==> src/lwbcm_pkg.sv <==
// Shared types and codes for the cache directory.
// No dependencies.
`default_nettype none
package lwbcm_pkg;
  localparam int SlotCountDef = 16;
  localparam int IdWidthDef = 32;
  typedef enum logic [2:0] {
    OP_LOOKUP = 3'd0, OP_RESERVE = 3'd1, OP_RELEASE = 3'd2,
    OP_EVICT = 3'd3, OP_WRITE = 3'd4, OP_FLUSH = 3'd5
  } op_t;
  typedef enum logic [2:0] {
    ST_OK = 3'd0, ST_NOT_FOUND = 3'd1, ST_EMPTY = 3'd2,
    ST_BAD_OFFSET = 3'd3, ST_CLEAN = 3'd4, ST_PRESENT = 3'd5
  } status_t;
  typedef enum logic [1:0] {FSM_IDLE, FSM_SCAN, FSM_APPLY, FSM_DONE} fsm_t;
  localparam logic [1:0] CFG_HWM = 2'd0;
  localparam logic [1:0] CFG_LWM = 2'd1;
  localparam logic [1:0] CFG_BSZ = 2'd2;
  // cell update command broadcast along the row
  typedef struct packed {
    logic touch;   // move target to rank 0
    logic free;    // invalidate target, close rank gap
    logic alloc;   // target becomes new entry, others age
    logic set_dirty;
    logic clr_dirty;
  } cell_cmd_t;
endpackage
`default_nettype wire

==> src/lwbcm_cell.sv <==
// One directory slot: id, valid, dirty, rank; chains match and victim search.
// Depends on lwbcm_pkg.
`default_nettype none
module lwbcm_cell #(
  parameter int IdWidth = lwbcm_pkg::IdWidthDef,
  parameter int RankW = 4,
  parameter int IdxW = 4,
  parameter logic [IdxW-1:0] Index = '0
) (
  input  wire                 clk,
  input  wire                 rst_n,
  input  wire [IdWidth-1:0]   key,
  input  wire [RankW:0]       lru_rank,
  input  wire                 cmd_en,
  input  wire lwbcm_pkg::cell_cmd_t cmd,
  input  wire [IdxW-1:0]      target,
  input  wire [RankW-1:0]     target_rank,
  input  wire [IdWidth-1:0]   new_id,
  // chained search results from the previous cell
  input  wire                 hit_in,
  input  wire [IdxW-1:0]      hit_idx_in,
  input  wire                 lru_in,
  input  wire [IdxW-1:0]      lru_idx_in,
  input  wire                 any_in,
  input  wire [IdxW-1:0]      any_idx_in,
  output logic                hit_out,
  output logic [IdxW-1:0]     hit_idx_out,
  output logic                lru_out,
  output logic [IdxW-1:0]     lru_idx_out,
  output logic                any_out,
  output logic [IdxW-1:0]     any_idx_out,
  output logic [IdWidth-1:0]  id_q,
  output logic                dirty_q,
  output logic [RankW-1:0]    rank_q
);
  logic valid_r, valid_nxt, dirty_r, dirty_nxt;
  logic [RankW-1:0] rank_r, rank_nxt;
  logic [IdWidth-1:0] id_r;
  logic me, match, is_lru;

  assign me = (target == Index);
  assign match = valid_r && (id_r == key);
  assign is_lru = valid_r && ({1'b0, rank_r} + 1'b1 == lru_rank);
  // first cell in order (lowest index) wins
  assign hit_out = hit_in | match;
  assign hit_idx_out = hit_in ? hit_idx_in : Index;
  assign lru_out = lru_in | is_lru;
  assign lru_idx_out = lru_in ? lru_idx_in : Index;
  assign any_out = any_in | valid_r;
  assign any_idx_out = any_in ? any_idx_in : Index;
  assign id_q = id_r;
  assign dirty_q = dirty_r;
  assign rank_q = rank_r;

  always_comb begin
    valid_nxt = valid_r;
    dirty_nxt = dirty_r;
    rank_nxt = rank_r;
    if (cmd_en) begin
      if (cmd.touch) begin
        if (me) rank_nxt = '0;
        else if (valid_r && rank_r < target_rank) rank_nxt = rank_r + 1'b1;
      end
      if (cmd.free) begin
        if (me) begin
          valid_nxt = 1'b0;
          dirty_nxt = 1'b0;
        end else if (valid_r && rank_r > target_rank) begin
          rank_nxt = rank_r - 1'b1;
        end
      end
      if (cmd.alloc) begin
        if (me) begin
          valid_nxt = 1'b1;
          dirty_nxt = 1'b0;
          rank_nxt = '0;
        end else if (valid_r) begin
          rank_nxt = rank_r + 1'b1;
        end
      end
      if (me && cmd.set_dirty) dirty_nxt = 1'b1;
      if (me && cmd.clr_dirty) dirty_nxt = 1'b0;
    end
  end

  always_ff @(posedge clk) begin
    if (!rst_n) begin
      valid_r <= 1'b0;
      dirty_r <= 1'b0;
    end else begin
      valid_r <= valid_nxt;
      dirty_r <= dirty_nxt;
    end
    rank_r <= rank_nxt;
    if (cmd_en && cmd.alloc && me) id_r <= new_id;
  end
endmodule
`default_nettype wire

==> src/lwbcm_free_stack.sv <==
// Stack of free slot indices; reset fills it ascending with the top highest.
// Depends on lwbcm_pkg.
`default_nettype none
module lwbcm_free_stack #(
  parameter int SlotCount = lwbcm_pkg::SlotCountDef,
  parameter int IdxW = 4,
  parameter int CntW = 5
) (
  input  wire             clk,
  input  wire             rst_n,
  input  wire             push,
  input  wire [IdxW-1:0]  push_idx,
  input  wire             pop,
  output logic [IdxW-1:0] top,
  output logic [CntW-1:0] count
);
  logic [IdxW-1:0] stk_r [SlotCount];
  logic [CntW-1:0] cnt_r, cnt_nxt;
  logic [IdxW-1:0] top_sel;

  assign count = cnt_r;
  always_comb begin
    top_sel = '0;
    for (int i = 0; i < SlotCount; i++)
      if (cnt_r == CntW'(i + 1)) top_sel = stk_r[i];
  end
  assign top = top_sel;

  always_comb begin
    cnt_nxt = cnt_r;
    if (push && cnt_r < CntW'(SlotCount)) cnt_nxt = cnt_r + 1'b1;
    else if (pop && cnt_r != '0) cnt_nxt = cnt_r - 1'b1;
  end

  always_ff @(posedge clk) begin
    if (!rst_n) begin
      cnt_r <= CntW'(SlotCount);
      for (int i = 0; i < SlotCount; i++) stk_r[i] <= IdxW'(i);
    end else begin
      cnt_r <= cnt_nxt;
      for (int i = 0; i < SlotCount; i++)
        if (push && cnt_r == CntW'(i)) stk_r[i] <= push_idx;
    end
  end
endmodule
`default_nettype wire

==> src/lru_writeback_block_cache_manager.sv <==
// Top level of the cache directory: APB registers, sequencer, row of slot cells.
// Depends on lwbcm_pkg, lwbcm_cell, lwbcm_free_stack.
`default_nettype none
// A request goes from start to out_valid in these steps: the beat is
// registered, the search along the cell row (match, least recent, first
// valid slot) is latched, the first update is applied, a further one
// when a full cache must evict before allocating, and the result is
// presented. busy stays high meanwhile. The result is shown for one cycle
// with out_valid and cannot be held off. No clearing pass after reset.
module lru_writeback_block_cache_manager #(
  parameter int SlotCount = lwbcm_pkg::SlotCountDef,
  parameter int IdWidth = lwbcm_pkg::IdWidthDef
) (
  input  wire         clk,
  input  wire         rst_n,
  input  wire         start,
  output logic        busy,
  input  wire [2:0]   in_operation,
  input  wire [31:0]  in_block_id,
  input  wire [16:0]  in_start_offset,
  input  wire [16:0]  in_end_offset,
  output logic        out_valid,
  output logic [2:0]  out_status,
  output logic        out_hit,
  output logic [3:0]  out_slot,
  output logic        out_writeback_valid,
  output logic [31:0] out_writeback_id,
  output logic [4:0]  out_occupancy,
  output logic        out_too_crowded,
  output logic        out_too_vacant,
  input  wire         cfg_psel,
  input  wire         cfg_penable,
  input  wire         cfg_pwrite,
  input  wire [3:0]   cfg_paddr,
  input  wire [31:0]  cfg_pwdata,
  output logic [31:0] cfg_prdata,
  output logic        cfg_pready
);
  localparam int IdxW = $clog2(SlotCount);
  localparam int CntW = $clog2(SlotCount + 1);

  // ---------------- configuration
  logic [4:0] hwm_r;
  logic [4:0] lwm_r;
  logic [16:0] bsz_r;
  logic [1:0] reg_sel;
  assign reg_sel = cfg_paddr[3:2];
  assign cfg_pready = 1'b1;
  always_ff @(posedge clk) begin
    if (!rst_n) begin
      hwm_r <= 5'd16;
      lwm_r <= 5'd0;
      bsz_r <= 17'd1024;
    end else if (cfg_psel && cfg_penable && cfg_pwrite) begin
      case (reg_sel)
        lwbcm_pkg::CFG_HWM: hwm_r <= cfg_pwdata[4:0];
        lwbcm_pkg::CFG_LWM: lwm_r <= cfg_pwdata[4:0];
        lwbcm_pkg::CFG_BSZ: bsz_r <= cfg_pwdata[16:0];
        default: ;
      endcase
    end
  end
  always_comb begin
    case (reg_sel)
      lwbcm_pkg::CFG_HWM: cfg_prdata = {27'd0, hwm_r};
      lwbcm_pkg::CFG_LWM: cfg_prdata = {27'd0, lwm_r};
      lwbcm_pkg::CFG_BSZ: cfg_prdata = {15'd0, bsz_r};
      default: cfg_prdata = '0;
    endcase
  end

  // ---------------- request registers
  lwbcm_pkg::fsm_t state_r, state_nxt;
  logic [2:0] op_r;
  logic [IdWidth-1:0] key_r;
  logic bad_off_r;
  logic [CntW-1:0] res_r, res_nxt;

  // search results latched in SCAN
  logic s_hit_r, s_lru_r, s_any_r;
  logic [IdxW-1:0] s_hit_idx_r, s_lru_idx_r, s_any_idx_r;
  logic evict_pend_r, evict_pend_nxt;

  // result registers
  logic [2:0] r_status_r, r_status_nxt;
  logic r_hit_r, r_hit_nxt, r_wb_r, r_wb_nxt;
  logic [IdxW-1:0] r_slot_r, r_slot_nxt;
  logic [IdWidth-1:0] r_wb_id_r, r_wb_id_nxt;

  // ---------------- cell row
  logic [SlotCount:0] c_hit, c_lru, c_any;
  logic [IdxW-1:0] c_hit_idx [SlotCount+1];
  logic [IdxW-1:0] c_lru_idx [SlotCount+1];
  logic [IdxW-1:0] c_any_idx [SlotCount+1];
  logic [IdWidth-1:0] cell_id [SlotCount];
  logic [SlotCount-1:0] cell_dirty;
  logic [IdxW-1:0] cell_rank [SlotCount];

  logic cmd_en;
  lwbcm_pkg::cell_cmd_t cmd;
  logic [IdxW-1:0] tgt;
  logic [IdxW-1:0] tgt_rank;
  logic [IdxW-1:0] fs_top;
  logic [CntW-1:0] fs_count;
  logic fs_push, fs_pop;

  assign c_hit[0] = 1'b0;
  assign c_lru[0] = 1'b0;
  assign c_any[0] = 1'b0;
  assign c_hit_idx[0] = '0;
  assign c_lru_idx[0] = '0;
  assign c_any_idx[0] = '0;

  for (genvar g = 0; g < SlotCount; g++) begin : g_cell
    lwbcm_cell #(.IdWidth(IdWidth), .RankW(IdxW), .IdxW(IdxW),
                 .Index(IdxW'(g))) u_cell (
      .clk(clk), .rst_n(rst_n), .key(key_r), .lru_rank(res_r[IdxW:0]),
      .cmd_en(cmd_en), .cmd(cmd), .target(tgt), .target_rank(tgt_rank),
      .new_id(key_r),
      .hit_in(c_hit[g]), .hit_idx_in(c_hit_idx[g]),
      .lru_in(c_lru[g]), .lru_idx_in(c_lru_idx[g]),
      .any_in(c_any[g]), .any_idx_in(c_any_idx[g]),
      .hit_out(c_hit[g+1]), .hit_idx_out(c_hit_idx[g+1]),
      .lru_out(c_lru[g+1]), .lru_idx_out(c_lru_idx[g+1]),
      .any_out(c_any[g+1]), .any_idx_out(c_any_idx[g+1]),
      .id_q(cell_id[g]), .dirty_q(cell_dirty[g]), .rank_q(cell_rank[g])
    );
  end

  lwbcm_free_stack #(.SlotCount(SlotCount), .IdxW(IdxW), .CntW(CntW)) u_free (
    .clk(clk), .rst_n(rst_n), .push(fs_push), .push_idx(tgt), .pop(fs_pop),
    .top(fs_top), .count(fs_count)
  );

  // victim: least recent, else first valid
  logic [IdxW-1:0] victim;
  assign victim = s_lru_r ? s_lru_idx_r : s_any_idx_r;
  assign busy = (state_r != lwbcm_pkg::FSM_IDLE);

  always_comb begin
    state_nxt = state_r;
    cmd_en = 1'b0;
    cmd = '0;
    tgt = s_hit_idx_r;
    fs_push = 1'b0;
    fs_pop = 1'b0;
    res_nxt = res_r;
    evict_pend_nxt = evict_pend_r;
    r_status_nxt = r_status_r;
    r_hit_nxt = r_hit_r;
    r_slot_nxt = r_slot_r;
    r_wb_nxt = r_wb_r;
    r_wb_id_nxt = r_wb_id_r;
    case (state_r)
      lwbcm_pkg::FSM_IDLE: begin
        if (start) state_nxt = lwbcm_pkg::FSM_SCAN;
      end
      lwbcm_pkg::FSM_SCAN: begin
        state_nxt = lwbcm_pkg::FSM_APPLY;
        evict_pend_nxt = 1'b0;
        r_status_nxt = lwbcm_pkg::ST_OK;
        r_hit_nxt = 1'b0;
        r_slot_nxt = '0;
        r_wb_nxt = 1'b0;
        r_wb_id_nxt = '0;
      end
      lwbcm_pkg::FSM_APPLY: begin
        state_nxt = lwbcm_pkg::FSM_DONE;
        case (op_r)
          lwbcm_pkg::OP_LOOKUP: begin
            if (!s_hit_r) r_status_nxt = lwbcm_pkg::ST_NOT_FOUND;
            else begin
              r_hit_nxt = 1'b1;
              r_slot_nxt = s_hit_idx_r;
              cmd_en = 1'b1;
              cmd.touch = 1'b1;
            end
          end
          lwbcm_pkg::OP_RESERVE, lwbcm_pkg::OP_WRITE: begin
            if (s_hit_r) begin
              r_hit_nxt = 1'b1;
              r_slot_nxt = s_hit_idx_r;
              if (op_r == lwbcm_pkg::OP_RESERVE) r_status_nxt = lwbcm_pkg::ST_PRESENT;
              else if (bad_off_r) r_status_nxt = lwbcm_pkg::ST_BAD_OFFSET;
              cmd_en = 1'b1;
              cmd.touch = 1'b1;
              cmd.set_dirty = (op_r == lwbcm_pkg::OP_WRITE) && !bad_off_r;
            end else if (fs_count == '0 && !evict_pend_r) begin
              // full: evict least recent first, then allocate next cycle
              tgt = victim;
              cmd_en = 1'b1;
              cmd.free = 1'b1;
              fs_push = 1'b1;
              r_wb_nxt = cell_dirty[victim];
              r_wb_id_nxt = cell_dirty[victim] ? cell_id[victim] : '0;
              res_nxt = res_r - 1'b1;
              evict_pend_nxt = 1'b1;
              state_nxt = lwbcm_pkg::FSM_APPLY;
            end else begin
              tgt = fs_top;
              cmd_en = 1'b1;
              cmd.alloc = 1'b1;
              cmd.set_dirty = (op_r == lwbcm_pkg::OP_WRITE) && !bad_off_r;
              fs_pop = 1'b1;
              res_nxt = res_r + 1'b1;
              r_slot_nxt = fs_top;
              if (op_r == lwbcm_pkg::OP_WRITE && bad_off_r)
                r_status_nxt = lwbcm_pkg::ST_BAD_OFFSET;
            end
          end
          lwbcm_pkg::OP_RELEASE: begin
            if (!s_hit_r) r_status_nxt = lwbcm_pkg::ST_NOT_FOUND;
            else begin
              r_hit_nxt = 1'b1;
              r_slot_nxt = s_hit_idx_r;
              cmd_en = 1'b1;
              cmd.free = 1'b1;
              fs_push = 1'b1;
              r_wb_nxt = cell_dirty[s_hit_idx_r];
              r_wb_id_nxt = cell_dirty[s_hit_idx_r] ? cell_id[s_hit_idx_r] : '0;
              res_nxt = res_r - 1'b1;
            end
          end
          lwbcm_pkg::OP_EVICT: begin
            if (res_r == '0 || !s_any_r) r_status_nxt = lwbcm_pkg::ST_EMPTY;
            else begin
              tgt = victim;
              r_slot_nxt = victim;
              cmd_en = 1'b1;
              cmd.free = 1'b1;
              fs_push = 1'b1;
              r_wb_nxt = cell_dirty[victim];
              r_wb_id_nxt = cell_dirty[victim] ? cell_id[victim] : '0;
              res_nxt = res_r - 1'b1;
            end
          end
          lwbcm_pkg::OP_FLUSH: begin
            if (!s_hit_r) r_status_nxt = lwbcm_pkg::ST_NOT_FOUND;
            else begin
              r_hit_nxt = 1'b1;
              r_slot_nxt = s_hit_idx_r;
              if (!cell_dirty[s_hit_idx_r]) r_status_nxt = lwbcm_pkg::ST_CLEAN;
              else begin
                r_wb_nxt = 1'b1;
                r_wb_id_nxt = cell_id[s_hit_idx_r];
                cmd_en = 1'b1;
                cmd.clr_dirty = 1'b1;
              end
            end
          end
          default: r_status_nxt = lwbcm_pkg::ST_NOT_FOUND;
        endcase
      end
      lwbcm_pkg::FSM_DONE: state_nxt = lwbcm_pkg::FSM_IDLE;
      default: state_nxt = lwbcm_pkg::FSM_IDLE;
    endcase
  end
  assign tgt_rank = cell_rank[tgt];

  always_ff @(posedge clk) begin
    if (!rst_n) begin
      state_r <= lwbcm_pkg::FSM_IDLE;
      res_r <= '0;
      evict_pend_r <= 1'b0;
    end else begin
      state_r <= state_nxt;
      res_r <= res_nxt;
      evict_pend_r <= evict_pend_nxt;
    end
    if (state_r == lwbcm_pkg::FSM_IDLE && start) begin
      op_r <= in_operation;
      key_r <= IdWidth'(in_block_id);
      bad_off_r <= (in_start_offset > bsz_r) || (in_end_offset > bsz_r) ||
                   (in_start_offset > in_end_offset);
    end
    if (state_r == lwbcm_pkg::FSM_SCAN) begin
      s_hit_r <= c_hit[SlotCount];
      s_hit_idx_r <= c_hit_idx[SlotCount];
      s_lru_r <= c_lru[SlotCount];
      s_lru_idx_r <= c_lru_idx[SlotCount];
      s_any_r <= c_any[SlotCount];
      s_any_idx_r <= c_any_idx[SlotCount];
    end
    r_status_r <= r_status_nxt;
    r_hit_r <= r_hit_nxt;
    r_slot_r <= r_slot_nxt;
    r_wb_r <= r_wb_nxt;
    r_wb_id_r <= r_wb_id_nxt;
  end

  assign out_valid = (state_r == lwbcm_pkg::FSM_DONE);
  assign out_status = r_status_r;
  assign out_hit = r_hit_r;
  assign out_slot = 4'(r_slot_r);
  assign out_writeback_valid = r_wb_r;
  assign out_writeback_id = 32'(r_wb_id_r);
  assign out_occupancy = 5'(res_r);
  assign out_too_crowded = 5'(res_r) > hwm_r;
  assign out_too_vacant = 5'(res_r) < lwm_r;
endmodule
`default_nettype wire

==> config.mk <==
export PLATFORM = sky130hd
export DESIGN_NAME = lru_writeback_block_cache_manager
export DESIGN_NICKNAME = d
export VERILOG_FILES = /design/src/lwbcm_pkg.sv /design/src/lwbcm_cell.sv /design/src/lwbcm_free_stack.sv /design/src/lru_writeback_block_cache_manager.sv
export SDC_FILE = /design/constraint.sdc
export NUM_CORES = 2
export LEC_CHECK = 0
export BUFFER_PORTS_ARGS = -buffer_cell sky130_fd_sc_hd__buf_2
export CAP_MARGIN = 10
export CORE_ASPECT_RATIO = 1.75
export CORE_MARGIN = 2
export CORE_UTILIZATION = 30
export DETAILED_ROUTE_END_ITERATION = 7
export RECOVER_POWER = 25
export SLEW_MARGIN = 20
export SYNTH_ARGS = -nofsm -noshare
export SYNTH_HDL_FRONTEND = slang
export SYNTH_SLANG_ARGS = --single-unit
==> constraint.sdc <==
create_clock -name clk -period 6.6 [get_ports clk]
set_clock_uncertainty 0.05 [all_clocks]
set_input_delay 0.33 -clock clk [delete_from_list [all_inputs] [get_ports clk]]
set_output_delay 0.33 -clock clk [all_outputs]
set_load 0.05 [all_outputs]
After elaboration in Yosys (flattened, before gate mapping)
Memory sizes are Yosys's and may differ from the RTL's.
Index checks and enable logic that the tools add are counted.
{ "totals": {"reg_bits": 740, "ram_bits": 64, "n_memories": 1, "elab_cells": 1051} }
{ "mem_list": {"columns": ["name", "words", "width", "read_ports", "rd_clocked_by_memory_dff", "wr", "line_no", "source"], "rows": [
  ["u_free.stk_r", 16, 4, 16, 0, 16, "lwbcm_free_stack.sv:17", "logic [IdxW-1:0] stk_r [SlotCount];"]
]} }
{ "classes": {"n_bitwise": 64, "n_reduce_logical": 177, "n_addsub": 52, "n_lt_le_gt_ge": 43, "mux": 523, "eq_ne": 97} }
{ "ops": {"columns": ["operator", "n"], "rows": [
  ["two-way mux 4 bit", 187],
  ["== test 32 bit", 16],
  ["two-way mux 32 bit", 12],
  ["binary-select mux 32 bit (select 4 bit)", 2],
  ["two-way mux 1 bit", 246],
  ["logical AND 1 bit", 137],
  ["case mux 32 bit (4 select lines)", 1],
  ["two-way mux 3 bit", 33],
  ["adder 4 x 1 -> 5 bit (second input constant)", 16],
  ["== test 5 bit", 16],
  ["adder 4 x 1 -> 4 bit (second input constant)", 16],
  ["greater-than comparator 4 bit", 16],
  ["< comparator 4 bit", 16],
  ["case mux 32 bit (2 select lines)", 1],
  ["subtractor 4 x 1 -> 4 bit (second input constant)", 16],
  ["OR 1 bit", 61],
  ["greater-than comparator 17 bit", 3],
  ["case mux 17 bit (3 select lines)", 1],
  ["== test 5 x 4 -> 1 bit (second input constant)", 8],
  ["two-way mux 5 bit", 7],
  ["== test 4 bit (second input constant)", 8],
  ["two-way mux 2 bit", 16],
  ["AND reduction 8 bit", 4],
  ["inequality test 3 bit (second input constant)", 9],
  ["other kinds (54)", 108]
]} }

Logic depth before layout (Yosys ltp)
{ "logic_depth": {"word_depth": 36, "ltp_mapped": 29, "mapped_depth_nobuf": 24} }

Modules after synthesis
Synthesis repeated with hierarchy kept, for this count alone.
{ "unflattened": {"cells_unflattened": 5115, "area_unflattened_um2": 54350.9} }
{ "by_module_without_submodules": {"columns": ["module", "seq_area_each_um2", "cells_per_inst", "area_each_um2", "n_inst"], "rows": [
  ["lru_writeback_block_cache_manager", 3463.3, 2003, 16620.9, 1],
  ["lwbcm_cell (g_cell[10].u_cell ...)", 1121.1, 172, 2142.1, 6],
  ["lwbcm_cell (g_cell[11].u_cell ...)", 1121.1, 172, 2137.0, 4],
  ["lwbcm_cell (g_cell[1].u_cell ...)", 1121.1, 172, 2110.8, 4],
  ["lwbcm_free_stack", 2021.9, 362, 3663.5, 1],
  ["lwbcm_cell (g_cell[0].u_cell)", 1121.1, 172, 2123.3, 1],
  ["lwbcm_cell (g_cell[15].u_cell)", 1121.1, 170, 2099.5, 1]
]} }

Worst setup path after synthesis
Ideal clock, no wire load.
{ "synth_path": {"path_kind": "reg-to-reg", "startpoint": "register res_r[0] (netlist: out_occupancy[0])", "endpoint": "register g_cell[8].u_cell.rank_r[3] (data pin)", "path_buffers": 4, "t_arrival_ns": 6.627, "required_time_ns": 6.279, "period_less_slack_ns": 6.948, "path_stages_with_launch": 24, "path_slack_ns": -0.348, "path_cell_list": "dfxtp_1 clkbuf_1 buf_1 inv_1 ha_1 or4b_1 nand2_1 or3_1 o221ai_1 and3_1 buf_4 clkbuf_1 and3_1 a311oi_1 o31ai_1 ha_1 nand4_1 nand2_1 or3_1 or4_1 o311a_1 o21a_1 o22ai_1 o21ai_1"} }
{ "synth_between": {"elab_chain_cells": 20, "word_cells_on_any_way": 26, "classes_between": "2 x order compare; 1 x eq/ne; 18 x mux; 1 x bitwise; 4 x reduce/logical"} }
{ "synth_rtl": {"columns": ["element", "line_no", "source"], "rows": [
  ["from (decl)", "lru_writeback_block_cache_manager.sv:77", "logic [CntW-1:0] res_r, res_nxt;"],
  ["from (signal assigned)", "lru_writeback_block_cache_manager.sv:267", "res_r <= res_nxt;"],
  ["logical NOT 5 bit *", "lru_writeback_block_cache_manager.sv:225", "if (res_r == '0 || !s_any_r) r_status_nxt = lwbcm_pkg::ST_EMPTY;"],
  ["logical OR 1 bit *", "lru_writeback_block_cache_manager.sv:225", null],
  ["two-way mux 4 bit", "lru_writeback_block_cache_manager.sv:225", null],
  ["case mux 4 bit (2 select lines)", "lru_writeback_block_cache_manager.sv:169", "case (op_r)"],
  ["two-way mux 4 bit", "lru_writeback_block_cache_manager.sv:154", "case (state_r)"],
  ["NOT 4 -> 5 bit (not written as such)", "lru_writeback_block_cache_manager.sv:258", "assign tgt_rank = cell_rank[tgt];"],
  ["binary-select mux 4 bit (select 4 bit)", "lru_writeback_block_cache_manager.sv:258", null],
  ["two-way mux 4 bit (not written as such) (2 in series)", "lru_writeback_block_cache_manager.sv:258", null],
  ["(+3 left out)", null, null],
  ["two-way mux 4 bit", "lwbcm_cell.sv:61", "if (me) rank_nxt = '0;"],
  ["two-way mux 4 bit", "lwbcm_cell.sv:60", "if (cmd.touch) begin"],
  ["two-way mux 4 bit", "lwbcm_cell.sv:68", "end else if (valid_r && rank_r > target_rank) begin"],
  ["two-way mux 4 bit", "lwbcm_cell.sv:65", "if (me) begin"],
  ["two-way mux 4 bit", "lwbcm_cell.sv:64", "if (cmd.free) begin"],
  ["two-way mux 4 bit", "lwbcm_cell.sv:77", "end else if (valid_r) begin"],
  ["two-way mux 4 bit", "lwbcm_cell.sv:73", "if (me) begin"],
  ["two-way mux 4 bit *", "lwbcm_cell.sv:72", "if (cmd.alloc) begin"],
  ["to (signal assigned)", "lwbcm_cell.sv:94", "rank_r <= rank_nxt;"],
  ["to (decl)", "lwbcm_cell.sv:37", "logic [RankW-1:0] rank_r, rank_nxt;"]
]} }
Mark *: on every way between the ends. The rest lies on a longest branch, timed or not. The select of a mux whose other input is x is not followed.
A chain may end at the register's enable or synchronous reset.

Worst setup path in the final report
{ "layout_path": {"startpoint": "register u_free.cnt_r[1] (netlist: u_free.count[1])", "endpoint": "register g_cell[6].u_cell.rank_r[3] (data pin)"} }
{ "layout_between": {"elab_chain_cells": 36, "word_cells_on_any_way": 62, "classes_between": "2 x order compare; 17 x eq/ne; 38 x mux; 1 x bitwise; 4 x reduce/logical"} }
{ "layout_rtl": {"columns": ["element", "line_no", "source"], "rows": [
  ["from (decl)", "lwbcm_free_stack.sv:18", "logic [CntW-1:0] cnt_r, cnt_nxt;"],
  ["from (signal assigned)", "lwbcm_free_stack.sv:37", "cnt_r <= CntW'(SlotCount);"],
  ["from (signal assigned)", "lwbcm_free_stack.sv:40", "cnt_r <= cnt_nxt;"],
  ["== test 5 x 1 -> 1 bit", "lwbcm_free_stack.sv:25", "if (cnt_r == CntW'(i + 1)) top_sel = stk_r[i];"],
  ["two-way mux 4 bit (16 in series)", "lwbcm_free_stack.sv:25", null],
  ["two-way mux 4 bit", "lru_writeback_block_cache_manager.sv:188", "end else if (fs_count == '0 && !evict_pend_r) begin"],
  ["two-way mux 4 bit", "lru_writeback_block_cache_manager.sv:180", "if (s_hit_r) begin"],
  ["case mux 4 bit (2 select lines)", "lru_writeback_block_cache_manager.sv:169", null],
  ["two-way mux 4 bit", "lru_writeback_block_cache_manager.sv:154", null],
  ["NOT 4 -> 5 bit (not written as such)", "lru_writeback_block_cache_manager.sv:258", null],
  ["binary-select mux 4 bit (select 4 bit)", "lru_writeback_block_cache_manager.sv:258", null],
  ["(+5 left out)", null, null],
  ["two-way mux 4 bit", "lwbcm_cell.sv:61", null],
  ["two-way mux 4 bit", "lwbcm_cell.sv:60", null],
  ["two-way mux 4 bit", "lwbcm_cell.sv:68", null],
  ["two-way mux 4 bit", "lwbcm_cell.sv:65", null],
  ["two-way mux 4 bit", "lwbcm_cell.sv:64", null],
  ["two-way mux 4 bit", "lwbcm_cell.sv:77", null],
  ["two-way mux 4 bit", "lwbcm_cell.sv:73", null],
  ["two-way mux 4 bit *", "lwbcm_cell.sv:72", null],
  ["to (signal assigned)", "lwbcm_cell.sv:94", null],
  ["to (decl)", "lwbcm_cell.sv:37", null]
]} }
Marked as above.

==> results.sh <==
export IMPL_outcome="finished, violations left"
export IMPL_violations="capacitance limit, slew limit"
export IMPL_regArea_sq_mm=0.0234
export IMPL_number_of_antenna_violations_at_the_first_check_in_global_routing=22
export IMPL_slew_headroom_pct=-105
export IMPL_final_nets=5054
export IMPL_r2r_end="g_cell[6].u_cell.rank_q[3]"
export IMPL_synth_edff_count=732
export IMPL_ys_warnings_count=0
export IMPL_critPathCapture="g_cell[6].u_cell.rank_q[3]"
export IMPL_place_congestion=1.06
export IMPL_worst_setup_path_category="flip-flop to flip-flop"
export IMPL_min_period_ns=6.25
export IMPL_synth_distinct_cells=98
export IMPL_via_count=41800
export IMPL_largest_fanout_on_the_critical_path=10
export IMPL_numPlacedInstances=6863
export IMPL_cp_delay_by_family_top="compound AO/OA/AOI/OAI gates"
export IMPL_max_freq_mhz=160
export IMPL_cts_tree="done"
export IMPL_number_of_fillers_in_the_final_layout=17100
export IMPL_leakage_power_of_the_design_nw=19.9
export IMPL_clock_buffers_created_by_tritoncts=86
export IMPL_met2_grt_util_pct=46.2
export IMPL_worst_path_max_delay_cell="ha_1"
export IMPL_die_area_sq_mm=0.176
export IMPL_maximum_level_of_the_cts_h_tree=3
export IMPL_antenna_left=0
export IMPL_postRouteWirelength_microns=243000
export IMPL_port_buffers=160
export IMPL_timing_reg2reg_worst_path_depth=27
export IMPL_grt_pass1_wl_microns=332000
export IMPL_detail_route_wl_per_cell_microns=34.2
export IMPL_peakVddDrop_mv=0.193
export IMPL_layoutNonFillerInstCount=7091
export IMPL_syn_instance_count=4550
export IMPL_detail_route_iter0_violations=4675
export IMPL_grt_pass1_vias=41100
export IMPL_final_number_of_max_transition_violations=601
export IMPL_synthesis_area_per_instance_sq_um=11.4
export IMPL_drt_pre_antenna_iters=6
export IMPL_setup_viol=0
export IMPL_cts_buffer_depth=3
export IMPL_critPathRequiredTime_ns=7.15
export IMPL_clk_transition_reported_paths_ns=0.07
export IMPL_setup_tns_final_ns=0
export IMPL_kind_of_path_behind_the_tightest_hold_check="primary input to flip-flop"
export IMPL_async_reset_ff_share_pct=0
export IMPL_fraction_of_layout_instances_using_a_drive_strength_above_1_pct=18.7
export IMPL_clock_sinks=804
export IMPL_via_per_inst=5.89
export IMPL_post_synth_instance_area_sq_mm=0.0519
export IMPL_synth_seq_cells=804
export IMPL_grt_total_usage_pct=27.0
export IMPL_row_count=201
export IMPL_ys_dominant_reg_cell="edfxtp_1"
export IMPL_use_met1_pct=26.4
export IMPL_hpwlAfterDp_microns=176000
export IMPL_timing_critical_path_from="u_free.count[1]"
export IMPL_crit_buf_inv=5
export IMPL_area_growth_pct=15.6
export IMPL_global_route_usage_met3_pct=5.59
export IMPL_tightestPinTransition_ns=3.07
export IMPL_clock_insertion_delay_worst_skew_ns=0.78
export IMPL_final_period_utilization_pct=94.7
export IMPL_setup_worst_path_end_class="flip-flop"
export IMPL_cts_setup_buffers=0
export IMPL_chipWidth_microns=318
export IMPL_grt_start_max_net_pins=93
export IMPL_max_cap_viol_count=18
export IMPL_clk_root_buffer_cell="clkbuf_16"
export IMPL_synth_seq_area_share_pct=45.2
export IMPL_chipHeight_microns=554
export IMPL_timing_hold_violations_final=0
export IMPL_core_area_sq_mm=0.172
export IMPL_ff_to_ff_setup_slack_ns=0.35
export IMPL_rsz0062_at_grt="false"
export IMPL_initial_utilization_pct=30.2
export IMPL_multi_input_comb_area_sq_mm=0.0267
export IMPL_design_portCount=194
export IMPL_global_route_peak_usage_layer="met2"
export IMPL_timing_critical_path_slowest_cell_delay_ns=0.42
export IMPL_critPathLaunchType="flip-flop"
export IMPL_arrival_ns=6.80
export IMPL_power_density_mw_per_mm2=269
export IMPL_worst_r2r_startpoint="u_free.count[1]"
export IMPL_drcViolationCount=0
export IMPL_globalRouteOverflowTotal=0
export IMPL_worstSetupPathDepth=27
==> worst min-delay path by stage <==
stage,from,to,slack (ns),cells past startpoint
2_1_floorplan,in_block_id[0],key_r[0],0.38,0
3_3_place_gp,bsz_r[11],bsz_r[11],0.41,2
3_5_place_dp,bsz_r[11],bsz_r[11],0.42,2
4_1_cts,cfg_paddr[3],hwm_r[4],0.15,3
5_1_grt,cfg_paddr[3],hwm_r[4],0.18,3
6_report,cfg_paddr[3],hwm_r[4],0.15,3
==> cells by family after synthesis <==
kind of cell	count (synthesis)	share of synthesized area (%)
other	2	0.0145
xor gates and xnor gates	622	10.5
and+or+nand+nor	1358	13.1
adders and majority gates	169	4.08
buffers and inverters	490	4.00
DFF	804	45.2
AOI/OAI and AO/OA	769	9.43
muxes	336	13.7
==> timing repair <==
action	in CTS	in global routing
setup endpoints to repair	0	4
gates resized for setup	0	2
hold endpoints to repair	64	0
hold buffers	53	0
==> cell usage in the layout, fill, tap and decap left out, drive strengths merged, types with 72 or more instances in the layout <==
cell type,n
a21oi,243
nand3,210
nor2,180
xor2,145
dfxtp,72
inv,151
clkbuf,137
ha,169
xnor2,477
o21ai,192
edfxtp,732
nand4,152
buf,379
nand2,428
mux4,297
==> flip-flops by register name, indices dropped and copies added (netlist names), 4 cells and up <==
signal / cells
bsz_r: 17
g_cell.u_cell.dirty_q: 16
g_cell.u_cell.id_q: 512
g_cell.u_cell.rank_q: 64
g_cell.u_cell.valid_r: 16
hwm_r: 5
key_r: 32
lwm_r: 5
out_occupancy: 5
out_slot: 4
out_writeback_id: 32
s_any_idx_r: 4
s_hit_idx_r: 4
s_lru_idx_r: 4
u_free.count: 5
u_free.stk_r: 64
==> metrics by stage <==
| step | hold slack [ns] | power, mW | worst slack (ns) | area, sq um | util (%) |
|---|---|---|---|---|---|
| after floorplan | 0.379 | 8.68 | 0.0790 | 51900 | - |
| after global placement | 0.409 | 10.7 | 0.317 | 56400 | 32.9 |
| after detailed placement | 0.420 | 10.8 | 0.302 | 56400 | 32.9 |
| after CTS | 0.145 | 16.0 | 0.275 | 59900 | 34.9 |
| after global routing | 0.182 | 16.5 | 0.0475 | 59900 | 34.9 |
| final | 0.154 | 16.1 | 0.352 | 60000 | 35.0 |
==> final cells by class <==
type                    count  share of cell area [%]
repair buffers            465                    5.79
diodes                     10                  0.0417
well taps                2233                    4.66
clock inverters            58                    1.05
inverters                 147                   0.920
flip-flops and latches    804                    39.1
clock buffers             104                    3.86
multi-input cells        3270                    44.6
==> Yosys cell counts (145+ instances only) <==
master,count,area [sq um]
edfxtp_1,732,22000
xnor2_1,477,4180
nand2_1,428,1610
mux4_2,297,6690
a21oi_1,243,1220
nand3_1,209,1050
o21ai_0,188,941
clkbuf_1,186,698
nor2_1,179,672
ha_1,169,2110
nand4_1,152,951
inv_1,145,544
xor2_1,145,1270
==> where the power goes <==
group          switching [mW]  internal [mW]  total (mW)
clock network            2.43           2.83        5.26
registers               0.313           6.02        6.33
logic                    3.25           1.28        4.53
==> metal layers <==
metal | wire, microns | up-vias
met3 | 16900 | 799
met5 | 57 | -
met1 | 76100 | 21000
li1 | - | 17600
met2 | 118000 | 2334
met4 | 31600 | 8
==> worst register-to-register path, stage by stage, from the launching register on <==
cell	delay [ns]
dfxtp_1	0.36
inv_1	0.12
ha_1	0.42
buf_4	0.22
nor2b_1	0.22
a221oi_1	0.11
o2bb2ai_1	0.29
o2111ai_1	0.28
a31o_4	0.36
and2_2	0.31
nor2_1	0.14
a211oi_1	0.06
buf_4	0.18
a311oi_1	0.43
a31o_2	0.25
buf_12	0.15
buf_4	0.19
ha_1	0.27
nor2b_1	0.14
o21a_1	0.16
o21a_1	0.17
or3_1	0.38
nor2_1	0.13
nor2_1	0.06
a211o_1	0.30
a32oi_1	0.16
o211ai_1	0.11
o21ai_0	0.09
Note: power is estimated with default switching activity, not from simulation.
